===== src/rtl/dashed_line_segment_generator_defines.svh =====
// Assertion macros shared by the dashed line segment generator modules
`ifndef DASHED_LINE_SEGMENT_GENERATOR_DEFINES_SVH
`define DASHED_LINE_SEGMENT_GENERATOR_DEFINES_SVH
`ifndef NO_ASSERTIONS
`define DLSG_ASSERT_IMPL(label, ante, cons) \
	label: assert property (@(posedge clk) disable iff (!arst_n) (ante) |-> (cons)) \
		else $error("dlsg check failed");
`define DLSG_ASSERT_NEXT(label, ante, cons) \
	label: assert property (@(posedge clk) disable iff (!arst_n) (ante) |=> (cons)) \
		else $error("dlsg check failed");
`else
`define DLSG_ASSERT_IMPL(label, ante, cons)
`define DLSG_ASSERT_NEXT(label, ante, cons)
`endif
`endif


===== src/rtl/dlsg_pkg.sv =====
// Types, constants and helper functions of the dashed line segment generator
package dlsg_pkg;

	localparam int COORD_WIDTH     = 16;
	localparam int SLOPE_FRAC_BITS = 16;
	localparam int MAX_SEGMENTS    = 64;
	localparam int LEN_WIDTH       = 12;

	localparam int PER_WIDTH       = LEN_WIDTH + 1;
	localparam int DELTA_WIDTH     = COORD_WIDTH + 1;
	localparam int OFF_WIDTH       = COORD_WIDTH + 1;
	localparam int K_WIDTH         = SLOPE_FRAC_BITS + 2;
	localparam int PROD_WIDTH      = OFF_WIDTH + K_WIDTH;
	localparam int SUM_WIDTH       = PROD_WIDTH + 1;
	localparam int SLOPE_NUM_WIDTH = COORD_WIDTH + SLOPE_FRAC_BITS;
	localparam int DIV_STEPS       = (SLOPE_FRAC_BITS + 1 > COORD_WIDTH) ?
		SLOPE_FRAC_BITS + 1 : COORD_WIDTH;
	localparam int DIV_CNT_WIDTH   = $clog2(DIV_STEPS);
	localparam int REM_WIDTH       = ((COORD_WIDTH > PER_WIDTH) ? COORD_WIDTH : PER_WIDTH) + 1;
	localparam int SEG_WIDTH       = $clog2(MAX_SEGMENTS + 1);
	localparam int TOTAL_WIDTH     = COORD_WIDTH + 1;
	localparam int CFG_INDEX_WIDTH = 3;
	localparam int CFG_DATA_WIDTH  = (COORD_WIDTH > LEN_WIDTH) ? COORD_WIDTH : LEN_WIDTH;

	localparam logic [CFG_INDEX_WIDTH-1:0] CFG_DASH        = CFG_INDEX_WIDTH'(0);
	localparam logic [CFG_INDEX_WIDTH-1:0] CFG_SPACE       = CFG_INDEX_WIDTH'(1);
	localparam logic [CFG_INDEX_WIDTH-1:0] CFG_CLIP_LEFT   = CFG_INDEX_WIDTH'(2);
	localparam logic [CFG_INDEX_WIDTH-1:0] CFG_CLIP_TOP    = CFG_INDEX_WIDTH'(3);
	localparam logic [CFG_INDEX_WIDTH-1:0] CFG_CLIP_RIGHT  = CFG_INDEX_WIDTH'(4);
	localparam logic [CFG_INDEX_WIDTH-1:0] CFG_CLIP_BOTTOM = CFG_INDEX_WIDTH'(5);

	localparam logic [LEN_WIDTH-1:0]   DASH_RESET        = LEN_WIDTH'(4);
	localparam logic [LEN_WIDTH-1:0]   SPACE_RESET       = LEN_WIDTH'(4);
	localparam logic [COORD_WIDTH-1:0] CLIP_LEFT_RESET   = COORD_WIDTH'(0);
	localparam logic [COORD_WIDTH-1:0] CLIP_TOP_RESET    = COORD_WIDTH'(0);
	localparam logic [COORD_WIDTH-1:0] CLIP_RIGHT_RESET  = COORD_WIDTH'(4096);
	localparam logic [COORD_WIDTH-1:0] CLIP_BOTTOM_RESET = COORD_WIDTH'(4096);

	localparam logic [1:0] KIND_DASH  = 2'd0;
	localparam logic [1:0] KIND_SOLID = 2'd1;
	localparam logic [1:0] KIND_POINT = 2'd2;

	typedef struct packed {
		logic signed [COORD_WIDTH-1:0] start_x;
		logic signed [COORD_WIDTH-1:0] start_y;
		logic signed [COORD_WIDTH-1:0] end_x;
		logic signed [COORD_WIDTH-1:0] end_y;
	} item_t;

	typedef struct packed {
		logic signed [COORD_WIDTH-1:0] from_x;
		logic signed [COORD_WIDTH-1:0] from_y;
		logic signed [COORD_WIDTH-1:0] to_x;
		logic signed [COORD_WIDTH-1:0] to_y;
		logic [1:0]                    seg_kind;
		logic                          last_segment;
		logic                          truncated;
	} result_t;

	typedef struct packed {
		logic accept;
		logic prep;
		logic fin;
		logic emit;
		logic solo;
	} ctrl_cmd_t;

	typedef struct packed {
		logic drop;
		logic solid;
		logic point;
		logic div_busy;
		logic seg_last;
		logic pipe_busy;
	} ctrl_stat_t;

	// one restoring step: returns {next remainder, quotient bit}
	function automatic logic [REM_WIDTH:0] div_step(
		input logic [REM_WIDTH-1:0] rem,
		input logic                 bit_in,
		input logic [REM_WIDTH-1:0] den
	);
		logic [REM_WIDTH-1:0] trial;
		trial = {rem[REM_WIDTH-2:0], bit_in};
		if (trial >= den) begin
			return {trial - den, 1'b1};
		end
		return {trial, 1'b0};
	endfunction

endpackage


===== src/rtl/dlsg_div.sv =====
// Dual-lane restoring divider: slope quotient and dash period quotient/remainder
module dlsg_div (
	input  logic                                    clk,
	input  logic                                    arst_n,
	input  logic                                    load,
	input  logic [dlsg_pkg::SLOPE_NUM_WIDTH-1:0]    slope_num,
	input  logic [dlsg_pkg::COORD_WIDTH-1:0]        slope_den,
	input  logic [dlsg_pkg::COORD_WIDTH-1:0]        per_num,
	input  logic [dlsg_pkg::PER_WIDTH-1:0]          per_den,
	output logic                                    busy,
	output logic [dlsg_pkg::DIV_STEPS-1:0]          slope_quot,
	output logic [dlsg_pkg::DIV_STEPS-1:0]          per_quot,
	output logic [dlsg_pkg::REM_WIDTH-1:0]          per_rem
);
	import dlsg_pkg::*;

	logic [REM_WIDTH-1:0]     s_rem_q, p_rem_q, s_den_q, p_den_q;
	logic [DIV_STEPS-1:0]     s_sh_q, p_sh_q;
	logic [DIV_CNT_WIDTH-1:0] cnt_q;
	logic                     run_q;
	logic [REM_WIDTH:0]       s_nx, p_nx;

	always_comb begin
		s_nx = div_step(s_rem_q, s_sh_q[DIV_STEPS-1], s_den_q);
		p_nx = div_step(p_rem_q, p_sh_q[DIV_STEPS-1], p_den_q);
	end

	always_ff @(posedge clk) begin
		if (load) begin
			s_rem_q <= REM_WIDTH'(slope_num >> DIV_STEPS);
			s_sh_q  <= slope_num[DIV_STEPS-1:0];
			s_den_q <= REM_WIDTH'(slope_den);
			p_rem_q <= REM_WIDTH'(per_num >> DIV_STEPS);
			p_sh_q  <= DIV_STEPS'(per_num);
			p_den_q <= REM_WIDTH'(per_den);
		end else if (run_q) begin
			s_rem_q <= s_nx[REM_WIDTH:1];
			s_sh_q  <= {s_sh_q[DIV_STEPS-2:0], s_nx[0]};
			p_rem_q <= p_nx[REM_WIDTH:1];
			p_sh_q  <= {p_sh_q[DIV_STEPS-2:0], p_nx[0]};
		end
	end

	always_ff @(posedge clk or negedge arst_n) begin
		if (!arst_n) begin
			run_q <= 1'b0;
			cnt_q <= '0;
		end else if (load) begin
			run_q <= 1'b1;
			cnt_q <= '0;
		end else if (run_q) begin
			if (cnt_q == DIV_CNT_WIDTH'(DIV_STEPS - 1)) begin
				run_q <= 1'b0;
			end else begin
				cnt_q <= cnt_q + DIV_CNT_WIDTH'(1);
			end
		end
	end

	assign busy       = run_q;
	assign slope_quot = s_sh_q;
	assign per_quot   = p_sh_q;
	assign per_rem    = p_rem_q;

endmodule


===== src/rtl/dlsg_ctrl.sv =====
// Controller state machine of the dashed line segment generator
`include "dashed_line_segment_generator_defines.svh"
module dlsg_ctrl (
	input  logic                   clk,
	input  logic                   arst_n,
	input  logic                   start,
	output logic                   busy,
	input  dlsg_pkg::ctrl_stat_t   stat,
	output dlsg_pkg::ctrl_cmd_t    cmd
);
	import dlsg_pkg::*;

	typedef enum logic [7:0] {
		S_IDLE  = 8'b0000_0001,
		S_CHECK = 8'b0000_0010,
		S_PREP  = 8'b0000_0100,
		S_DIV   = 8'b0000_1000,
		S_FIN   = 8'b0001_0000,
		S_EMIT  = 8'b0010_0000,
		S_SOLO  = 8'b0100_0000,
		S_DRAIN = 8'b1000_0000
	} state_t;

	state_t state_q, state_d;

	always_comb begin
		state_d = state_q;
		case (state_q)
			S_IDLE: begin
				if (start) begin
					state_d = S_CHECK;
				end
			end
			S_CHECK: begin
				if (stat.drop) begin
					state_d = S_IDLE;
				end else if (stat.solid || stat.point) begin
					state_d = S_SOLO;
				end else begin
					state_d = S_PREP;
				end
			end
			S_PREP: state_d = S_DIV;
			S_DIV: begin
				if (!stat.div_busy) begin
					state_d = S_FIN;
				end
			end
			S_FIN: state_d = S_EMIT;
			S_EMIT: begin
				if (stat.seg_last) begin
					state_d = S_DRAIN;
				end
			end
			S_SOLO: state_d = S_DRAIN;
			S_DRAIN: begin
				if (!stat.pipe_busy) begin
					state_d = S_IDLE;
				end
			end
			default: state_d = S_IDLE;
		endcase
	end

	always_ff @(posedge clk or negedge arst_n) begin
		if (!arst_n) begin
			state_q <= S_IDLE;
		end else begin
			state_q <= state_d;
		end
	end

	always_comb begin
		cmd.accept = (state_q == S_IDLE) && start;
		cmd.prep   = (state_q == S_PREP);
		cmd.fin    = (state_q == S_FIN);
		cmd.emit   = (state_q == S_EMIT);
		cmd.solo   = (state_q == S_SOLO);
	end

	assign busy = (state_q != S_IDLE);

	`DLSG_ASSERT_IMPL(a_fin_after_div, state_q == S_FIN, !stat.div_busy)
	`DLSG_ASSERT_IMPL(a_idle_pipe_empty, state_q == S_IDLE, !stat.pipe_busy)
	`DLSG_ASSERT_NEXT(a_emit_holds, state_q == S_EMIT && !stat.seg_last, busy)

endmodule


===== src/rtl/dlsg_dp.sv =====
// Datapath: configuration, line setup, divider and segment pipeline
`include "dashed_line_segment_generator_defines.svh"
module dlsg_dp (
	input  logic                                  clk,
	input  logic                                  arst_n,
	input  logic                                  cfg_valid,
	input  logic [dlsg_pkg::CFG_INDEX_WIDTH-1:0]  cfg_index,
	input  logic [dlsg_pkg::CFG_DATA_WIDTH-1:0]   cfg_data,
	input  dlsg_pkg::item_t                       item,
	input  dlsg_pkg::ctrl_cmd_t                   cmd,
	output dlsg_pkg::ctrl_stat_t                  stat,
	output dlsg_pkg::result_t                     result,
	output logic                                  result_valid
);
	import dlsg_pkg::*;

	localparam logic [SUM_WIDTH-1:0] TRUNC_BIAS = SUM_WIDTH'((1 << SLOPE_FRAC_BITS) - 1);

	logic [LEN_WIDTH-1:0]          dash_q, space_q;
	logic signed [COORD_WIDTH-1:0] clip_left_q, clip_top_q, clip_right_q, clip_bottom_q;

	item_t                         in_q;
	logic signed [COORD_WIDTH-1:0] x1, y1, x2, y2;
	logic signed [DELTA_WIDTH-1:0] dx_q, dy_q, rx, ry;
	logic [COORD_WIDTH-1:0]        rx_u, ry_u, rmaj, rmin;
	logic                          xmaj, drop, solid, point;
	logic [PER_WIDTH-1:0]          period;

	logic                          xmaj_q, s_neg_q, k_neg_q;
	logic                          div_busy;
	logic [DIV_STEPS-1:0]          slope_quot, per_quot;
	logic [REM_WIDTH-1:0]          per_rem;

	logic signed [K_WIDTH-1:0]     k_mag, k_q;
	logic [COORD_WIDTH-1:0]        n_q;
	logic [LEN_WIDTH-1:0]          frec, frec_q;
	logic [TOTAL_WIDTH-1:0]        total;
	logic [SEG_WIDTH-1:0]          emit_q, seg_q;
	logic                          trunc_q;
	logic [COORD_WIDTH-1:0]        pos_q, mag_b;
	logic [LEN_WIDTH-1:0]          len;
	logic signed [OFF_WIDTH-1:0]   mag_a_s, mag_b_s;

	logic                          valid_s1, valid_s2, res_valid_q;
	logic                          last_s1, last_s2;
	logic signed [OFF_WIDTH-1:0]   off_a_s1, off_b_s1;
	logic signed [COORD_WIDTH-1:0] maj_start, min_start;
	logic signed [PROD_WIDTH-1:0]  prod_a, prod_b;
	logic [COORD_WIDTH-1:0]        maj_a_s2, maj_b_s2;
	logic signed [SUM_WIDTH-1:0]   sum_a_s2, sum_b_s2;
	logic [SUM_WIDTH-1:0]          adj_a, adj_b;
	logic [COORD_WIDTH-1:0]        min_a, min_b;
	result_t                       res_q;

	always_ff @(posedge clk or negedge arst_n) begin
		if (!arst_n) begin
			dash_q        <= DASH_RESET;
			space_q       <= SPACE_RESET;
			clip_left_q   <= CLIP_LEFT_RESET;
			clip_top_q    <= CLIP_TOP_RESET;
			clip_right_q  <= CLIP_RIGHT_RESET;
			clip_bottom_q <= CLIP_BOTTOM_RESET;
		end else if (cfg_valid) begin
			case (cfg_index)
				CFG_DASH:        dash_q        <= cfg_data[LEN_WIDTH-1:0];
				CFG_SPACE:       space_q       <= cfg_data[LEN_WIDTH-1:0];
				CFG_CLIP_LEFT:   clip_left_q   <= cfg_data[COORD_WIDTH-1:0];
				CFG_CLIP_TOP:    clip_top_q    <= cfg_data[COORD_WIDTH-1:0];
				CFG_CLIP_RIGHT:  clip_right_q  <= cfg_data[COORD_WIDTH-1:0];
				CFG_CLIP_BOTTOM: clip_bottom_q <= cfg_data[COORD_WIDTH-1:0];
				default: ;
			endcase
		end
	end

	always_ff @(posedge clk) begin
		if (cmd.accept) begin
			in_q <= item;
		end
		dx_q <= DELTA_WIDTH'(x2) - DELTA_WIDTH'(x1);
		dy_q <= DELTA_WIDTH'(y2) - DELTA_WIDTH'(y1);
	end

	assign x1 = in_q.start_x;
	assign y1 = in_q.start_y;
	assign x2 = in_q.end_x;
	assign y2 = in_q.end_y;

	always_comb begin
		drop = (dash_q == '0) ||
			(x1 < clip_left_q && x2 < clip_left_q) ||
			(x1 >= clip_right_q && x2 >= clip_right_q) ||
			(y1 < clip_top_q && y2 < clip_top_q) ||
			(y1 >= clip_bottom_q && y2 >= clip_bottom_q);
		solid = (space_q == '0);
		point = (x1 == x2) && (y1 == y2);
	end

	always_comb begin
		rx     = dx_q[DELTA_WIDTH-1] ? -dx_q : dx_q;
		ry     = dy_q[DELTA_WIDTH-1] ? -dy_q : dy_q;
		rx_u   = rx[COORD_WIDTH-1:0];
		ry_u   = ry[COORD_WIDTH-1:0];
		xmaj   = rx_u > ry_u;
		rmaj   = xmaj ? rx_u : ry_u;
		rmin   = xmaj ? ry_u : rx_u;
		period = PER_WIDTH'(dash_q) + PER_WIDTH'(space_q);
	end

	always_ff @(posedge clk) begin
		if (cmd.prep) begin
			xmaj_q  <= xmaj;
			s_neg_q <= xmaj ? dx_q[DELTA_WIDTH-1] : dy_q[DELTA_WIDTH-1];
			k_neg_q <= dx_q[DELTA_WIDTH-1] ^ dy_q[DELTA_WIDTH-1];
		end
	end

	dlsg_div u_div (
		.clk        (clk),
		.arst_n     (arst_n),
		.load       (cmd.prep),
		.slope_num  ({rmin, {SLOPE_FRAC_BITS{1'b0}}}),
		.slope_den  (rmaj),
		.per_num    (rmaj),
		.per_den    (period),
		.busy       (div_busy),
		.slope_quot (slope_quot),
		.per_quot   (per_quot),
		.per_rem    (per_rem)
	);

	always_comb begin
		k_mag = {1'b0, slope_quot[SLOPE_FRAC_BITS:0]};
		frec  = (per_rem > REM_WIDTH'(dash_q)) ? dash_q : per_rem[LEN_WIDTH-1:0];
		total = TOTAL_WIDTH'(per_quot[COORD_WIDTH-1:0]) + TOTAL_WIDTH'(frec != '0);
	end

	always_ff @(posedge clk) begin
		if (cmd.fin) begin
			k_q     <= k_neg_q ? -k_mag : k_mag;
			n_q     <= per_quot[COORD_WIDTH-1:0];
			frec_q  <= frec;
			trunc_q <= total > TOTAL_WIDTH'(MAX_SEGMENTS);
			emit_q  <= (total > TOTAL_WIDTH'(MAX_SEGMENTS)) ?
				SEG_WIDTH'(MAX_SEGMENTS) : total[SEG_WIDTH-1:0];
			seg_q   <= '0;
			pos_q   <= '0;
		end else if (cmd.emit) begin
			seg_q   <= seg_q + SEG_WIDTH'(1);
			pos_q   <= pos_q + COORD_WIDTH'(period);
		end
	end

	always_comb begin
		len     = (TOTAL_WIDTH'(seg_q) < TOTAL_WIDTH'(n_q)) ? dash_q : frec_q;
		mag_b   = pos_q + COORD_WIDTH'(len);
		mag_a_s = {1'b0, pos_q};
		mag_b_s = {1'b0, mag_b};
	end

	always_ff @(posedge clk) begin
		off_a_s1 <= s_neg_q ? -mag_a_s : mag_a_s;
		off_b_s1 <= s_neg_q ? -mag_b_s : mag_b_s;
		last_s1  <= (seg_q == emit_q - SEG_WIDTH'(1));
	end

	always_comb begin
		maj_start = xmaj_q ? x1 : y1;
		min_start = xmaj_q ? y1 : x1;
	end

	assign prod_a = off_a_s1 * k_q;
	assign prod_b = off_b_s1 * k_q;

	always_ff @(posedge clk) begin
		maj_a_s2 <= maj_start + off_a_s1[COORD_WIDTH-1:0];
		maj_b_s2 <= maj_start + off_b_s1[COORD_WIDTH-1:0];
		sum_a_s2 <= (SUM_WIDTH'(min_start) <<< SLOPE_FRAC_BITS) + SUM_WIDTH'(prod_a);
		sum_b_s2 <= (SUM_WIDTH'(min_start) <<< SLOPE_FRAC_BITS) + SUM_WIDTH'(prod_b);
		last_s2  <= last_s1;
	end

	always_comb begin
		adj_a = sum_a_s2 + (sum_a_s2[SUM_WIDTH-1] ? TRUNC_BIAS : '0);
		adj_b = sum_b_s2 + (sum_b_s2[SUM_WIDTH-1] ? TRUNC_BIAS : '0);
		min_a = adj_a[SLOPE_FRAC_BITS +: COORD_WIDTH];
		min_b = adj_b[SLOPE_FRAC_BITS +: COORD_WIDTH];
	end

	always_ff @(posedge clk) begin
		if (valid_s2) begin
			res_q.from_x       <= xmaj_q ? maj_a_s2 : min_a;
			res_q.from_y       <= xmaj_q ? min_a : maj_a_s2;
			res_q.to_x         <= xmaj_q ? maj_b_s2 : min_b;
			res_q.to_y         <= xmaj_q ? min_b : maj_b_s2;
			res_q.seg_kind     <= KIND_DASH;
			res_q.last_segment <= last_s2;
			res_q.truncated    <= trunc_q;
		end else if (cmd.solo) begin
			res_q.from_x       <= x1;
			res_q.from_y       <= y1;
			res_q.to_x         <= solid ? x2 : x1;
			res_q.to_y         <= solid ? y2 : y1;
			res_q.seg_kind     <= solid ? KIND_SOLID : KIND_POINT;
			res_q.last_segment <= 1'b1;
			res_q.truncated    <= 1'b0;
		end
	end

	always_ff @(posedge clk or negedge arst_n) begin
		if (!arst_n) begin
			valid_s1    <= 1'b0;
			valid_s2    <= 1'b0;
			res_valid_q <= 1'b0;
		end else begin
			valid_s1    <= cmd.emit;
			valid_s2    <= valid_s1;
			res_valid_q <= valid_s2 || cmd.solo;
		end
	end

	always_comb begin
		stat.drop      = drop;
		stat.solid     = solid;
		stat.point     = point;
		stat.div_busy  = div_busy;
		stat.seg_last  = (seg_q == emit_q - SEG_WIDTH'(1));
		stat.pipe_busy = valid_s1 || valid_s2 || res_valid_q;
	end

	assign result       = res_q;
	assign result_valid = res_valid_q;

	`DLSG_ASSERT_NEXT(a_last_ends_burst, res_valid_q && res_q.last_segment, !res_valid_q)
	`DLSG_ASSERT_IMPL(a_single_is_last, res_valid_q && res_q.seg_kind != KIND_DASH, res_q.last_segment)
	`DLSG_ASSERT_IMPL(a_trunc_only_dash, res_valid_q && res_q.truncated, res_q.seg_kind == KIND_DASH)

endmodule


===== src/rtl/dashed_line_segment_generator.sv =====
// Dashed line segment generator: cuts one line into dash segments
// A dashed line holds busy through check, load, 17 divider steps, setup, then one segment per
// cycle through a 3-stage pipeline, then a drain. A zero dash length, or both ends beyond one
// clip edge, drops the line with no result; solid and single-pixel lines skip the divider and
// give one result. Results strobe one cycle each, no stall; async active-low reset idles
// control, clears the valid flags and restores the configuration defaults.
module dashed_line_segment_generator (
	input  logic                                  clk,
	input  logic                                  arst_n,
	input  logic                                  start,
	output logic                                  busy,
	input  dlsg_pkg::item_t                       item,
	input  logic                                  cfg_valid,
	output logic                                  cfg_ready,
	input  logic [dlsg_pkg::CFG_INDEX_WIDTH-1:0]  cfg_index,
	input  logic [dlsg_pkg::CFG_DATA_WIDTH-1:0]   cfg_data,
	output dlsg_pkg::result_t                     result,
	output logic                                  result_valid
);
	import dlsg_pkg::*;

	ctrl_cmd_t  cmd;
	ctrl_stat_t stat;

	assign cfg_ready = 1'b1;

	dlsg_ctrl u_ctrl (
		.clk    (clk),
		.arst_n (arst_n),
		.start  (start),
		.busy   (busy),
		.stat   (stat),
		.cmd    (cmd)
	);

	dlsg_dp u_dp (
		.clk          (clk),
		.arst_n       (arst_n),
		.cfg_valid    (cfg_valid),
		.cfg_index    (cfg_index),
		.cfg_data     (cfg_data),
		.item         (item),
		.cmd          (cmd),
		.stat         (stat),
		.result       (result),
		.result_valid (result_valid)
	);

endmodule

===== config.mk =====
export PLATFORM = sky130hd
export DESIGN_NAME = dashed_line_segment_generator
export DESIGN_NICKNAME = d
export VERILOG_FILES = /design/src/rtl/dlsg_pkg.sv /design/src/rtl/dlsg_div.sv /design/src/rtl/dlsg_ctrl.sv /design/src/rtl/dlsg_dp.sv /design/src/rtl/dashed_line_segment_generator.sv
export VERILOG_INCLUDE_DIRS = /design/src /design/src/rtl
export SDC_FILE = /design/constraint.sdc
export NUM_CORES = 2
export LEC_CHECK = 0
export BUFFER_PORTS_ARGS = -buffer_cell sky130_fd_sc_hd__buf_2
export CORE_ASPECT_RATIO = 0.6
export CORE_MARGIN = 2
export CORE_UTILIZATION = 32
export DETAILED_ROUTE_END_ITERATION = 8
export PLACE_DENSITY_LB_ADDON = 0.05
export SETUP_SLACK_MARGIN = 0.4
export SYNTH_ARGS = -nofsm -noshare
export SYNTH_HDL_FRONTEND = slang
export SYNTH_SLANG_ARGS = --single-unit

===== constraint.sdc =====
create_clock -name clk -period 11.8 [get_ports clk]
set_input_delay 0.59 -clock clk [delete_from_list [all_inputs] [get_ports clk]]
set_output_delay 0.59 -clock clk [all_outputs]
set_load 0.02 [all_outputs]

==> results.md <==
- I/O Pins: 158
- CTS tree: yes
- Initial antenna violation count: 36
- Endpoints failing hold: 0
- Crit path max fanout: 19
- Most used DFF post-synth: edfxtp_1
- Commonest non-fill, non-tap cells in the layout: inv_1 (1168), fa_1 (693), nand2_1 (595)
- Total negative setup slack: 0 ns
- Share of layout cells above drive strength 1: 0.08004
- Total track usage: 0.2339
- Post-Synth Simple-Gate Area: 0.1325
- FF+latch count, synth: 581
- Fmax achieved: 0.1300 GHz
- First-pass GRT wire length: 314300 um
- Syn Nets: 7474
- Sequential element share of the synthesized area: 0.2504
- Fill cell count: 18500
- Failing checks: max-capacitance violations
- Slew margin rel.: 0.01658
- Run status: complete, but fails checks
- Vias: 43410
- First-pass DRT Iterations: 6
- Drt total wl: 216900 um
- Synth Area in Compound Gates: 0.09718
- Clk_skew: 0.04242 ns
- Post-synthesis mux area share: 0.03023
- Worst-Margin Slew: 1.460 ns
- CP Class: register to register
- CP Capture Type: register
- Ys Warns: 0
- Core region area: 0.1815 mm2
- Type of the most critical hold path: primary input to register
- Die area: 0.1863 mm2
- CTS root buffer: clkbuf_16
- Largest net degree at the start of global routing: 72
- TritonCTS Buffers: 68
- Clock Path Buffers: 3
- Chip Width: 555.9 um
- H-tree levels: 3
- Die Ht: 335.1 um
- Main combinational cell family by area after synthesis: adder cells
- Mapped Cells: 6135
- WP data required: 12.39 ns
- Iter 0 DRT Violations: 4314
- Post-route DRC: 0
- Depth of the most critical reg-to-reg path: 22
- DR WL/cell: 24.86 um
- Hold Crit Depth: 1
- Hpwl dp: 174200 um
- Post-synthesis xor/xnor area fraction: 0.04418
- Arr. time, crit path: 8.28 ns
- CP startpoint kind: register
- Num rows: 121
- Total grt overflow: 0
- Routed vias/inst: 4.975
- Final #Nets: 7606
- Tmin final: 7.691 ns
- Sink Count: 581
- Synth cell types: 91
- Max Slew Vio Count: 0
- Final Wtd Congestion: 0.9126
- Post-synth EDFFs: 248
- Sequential Area: 0.01465 mm2
- Average cell area after synthesis: 9.532 um2
- Mapped cell area: 0.05848 mm2
- Max-Cap Viols: 1
- Skew-Pair Late Insertion Delay: 0.68 ns
- Clock slew at reported path FFs: 0.07 ns
- Final period utilization: 0.6518
- Multi-input combinational cell area: 0.03874 mm2
- Port bufs: 156
- Vias in the first global route: 42320
- ANT nets after route: 0
- RSZ-0062 raised after global routing: no
- Starting Density: 0.3221
- Setup Viol. Count Final: 0
- Commonest non-fill, non-tap cell in the layout: inv_1
- Synth Area in Adders: 0.3568
- Area Growth Syn to Fin: 10.61%
- Async SR Flop Fraction: 0.1807
-- per-stage QoR --
stage | std cells | util | setup slack, ns | hold slack [ns] | cell area [um2]
after detailed placement | 8594 | 0.3434 | 4.117 | 0.3136 | 62340
after global routing | 8720 | 0.3563 | 3.649 | 0.07263 | 64670
final | 8725 | 0.3563 | 4.109 | 0.1032 | 64680
after global placement | 8594 | 0.3434 | 4.141 | 0.3144 | 62340
after floorplan | 6135 | - | 5.083 | 0.2944 | 58480
after CTS | 8720 | 0.3563 | 4.053 | 0.06167 | 64670
-- final cells by class --
type,instances,area share
antenna,5,0.0001934
clock buffer,95,0.03149
clock inverter,30,0.004352
inverter,1169,0.06788
multi-input combinational,4187,0.5990
sequential,581,0.2265
tap,2398,0.04639
timing repair buffer,260,0.02422
-- cells in the mapped netlist (36+ instances only) --
library cell / number / share of area
inv_1: 1169 / 0.075
fa_1: 693 / 0.24
nand2_1: 596 / 0.038
ha_1: 559 / 0.12
and2_1: 321 / 0.034
nor2_1: 276 / 0.018
edfxtp_1: 248 / 0.13
o21ai_0: 233 / 0.020
dfxtp_1: 228 / 0.078
a21oi_1: 203 / 0.017
xnor2_1: 202 / 0.030
clkbuf_1: 180 / 0.012
dfrtp_1: 100 / 0.043
a21o_1: 98 / 0.013
xor2_1: 93 / 0.014
mux2i_1: 90 / 0.015
nand3_1: 78 / 0.0067
mux2_2: 77 / 0.015
nor3_1: 55 / 0.0047
nand2b_1: 46 / 0.0049
nand4_1: 45 / 0.0048
a211oi_1: 44 / 0.0056
nor2b_1: 39 / 0.0042
o31ai_1: 36 / 0.0046
-- logic make-up after synthesis --
| kind of cell | Yosys count |
|---|---|
| muxes | 167 |
| xor gates and xnor gates | 295 |
| AOI/OAI and AO/OA | 874 |
| buffers and inverters | 1367 |
| DFF | 581 |
| and+or+nand+nor | 1598 |
| adders and majority gates | 1252 |
| other | 1 |
-- metal layers --
metal | part of all wire | GRT usage | wire length [um]
met3 | 0.080 | 0.04964 | 17400
met1 | 0.56 | 0.4044 | 120700
met5 | 0.000055 | 0 | 12
met4 | 0.011 | 0.02849 | 2361
met2 | 0.35 | 0.2859 | 76480
-- path summary, 6_finish.rpt --
path / startpoint / slack, ns / endpoint
max: u_dp.off_a_s1[3] / 4.11 / u_dp.sum_a_s2[35]
min: item[24] / 0.10 / u_dp.x2[8]
max reg2reg: u_dp.off_a_s1[3] / 4.11 / u_dp.sum_a_s2[35]
min reg2reg: u_dp.last_s1 / 0.33 / u_dp.last_s2
max in group asynchronous: arst_n / 9.90 / u_dp.space_q[10]
min in group asynchronous: arst_n / 0.53 / u_dp.clip_top_q[1]
-- critical path, cell delays in order, from the launching register on --
cell and delay, ns:
dfxtp_1 1.01, nand2_1 0.24, fa_1 0.87, inv_1 0.13
fa_1 0.54, inv_1 0.05, fa_1 0.42, fa_1 0.55
inv_1 0.05, fa_1 0.48, inv_1 0.05, fa_1 0.53
inv_1 0.04, ha_1 0.38, a21o_1 0.19, a21o_1 0.17
a21o_1 0.19, a2111o_1 0.40, o31ai_1 0.49, o21bai_1 0.17
a21o_1 0.25, a221oi_2 0.27, xnor2_1 0.14
-- flip-flops by register name, indices dropped and copies added (netlist names), 18 cells and up --
register	count
u_dp.k_q	18
u_dp.sum_b_s2	33
u_dp.sum_a_s2	33
u_dp.result	68
-- timing repair --
| action | 4_1_cts | 5_1_grt |
|---|---|---|
| endpoints found under the hold margin | 18 | 0 |
| resized for setup | 0 | 0 |
| buffers inserted | 0 | 0 |
| hold buffers | 1 | 0 |
Power is left out: the tool's default activity adds up to more than one toggle a clock period on the data nets, which glitch-free logic cannot reach.
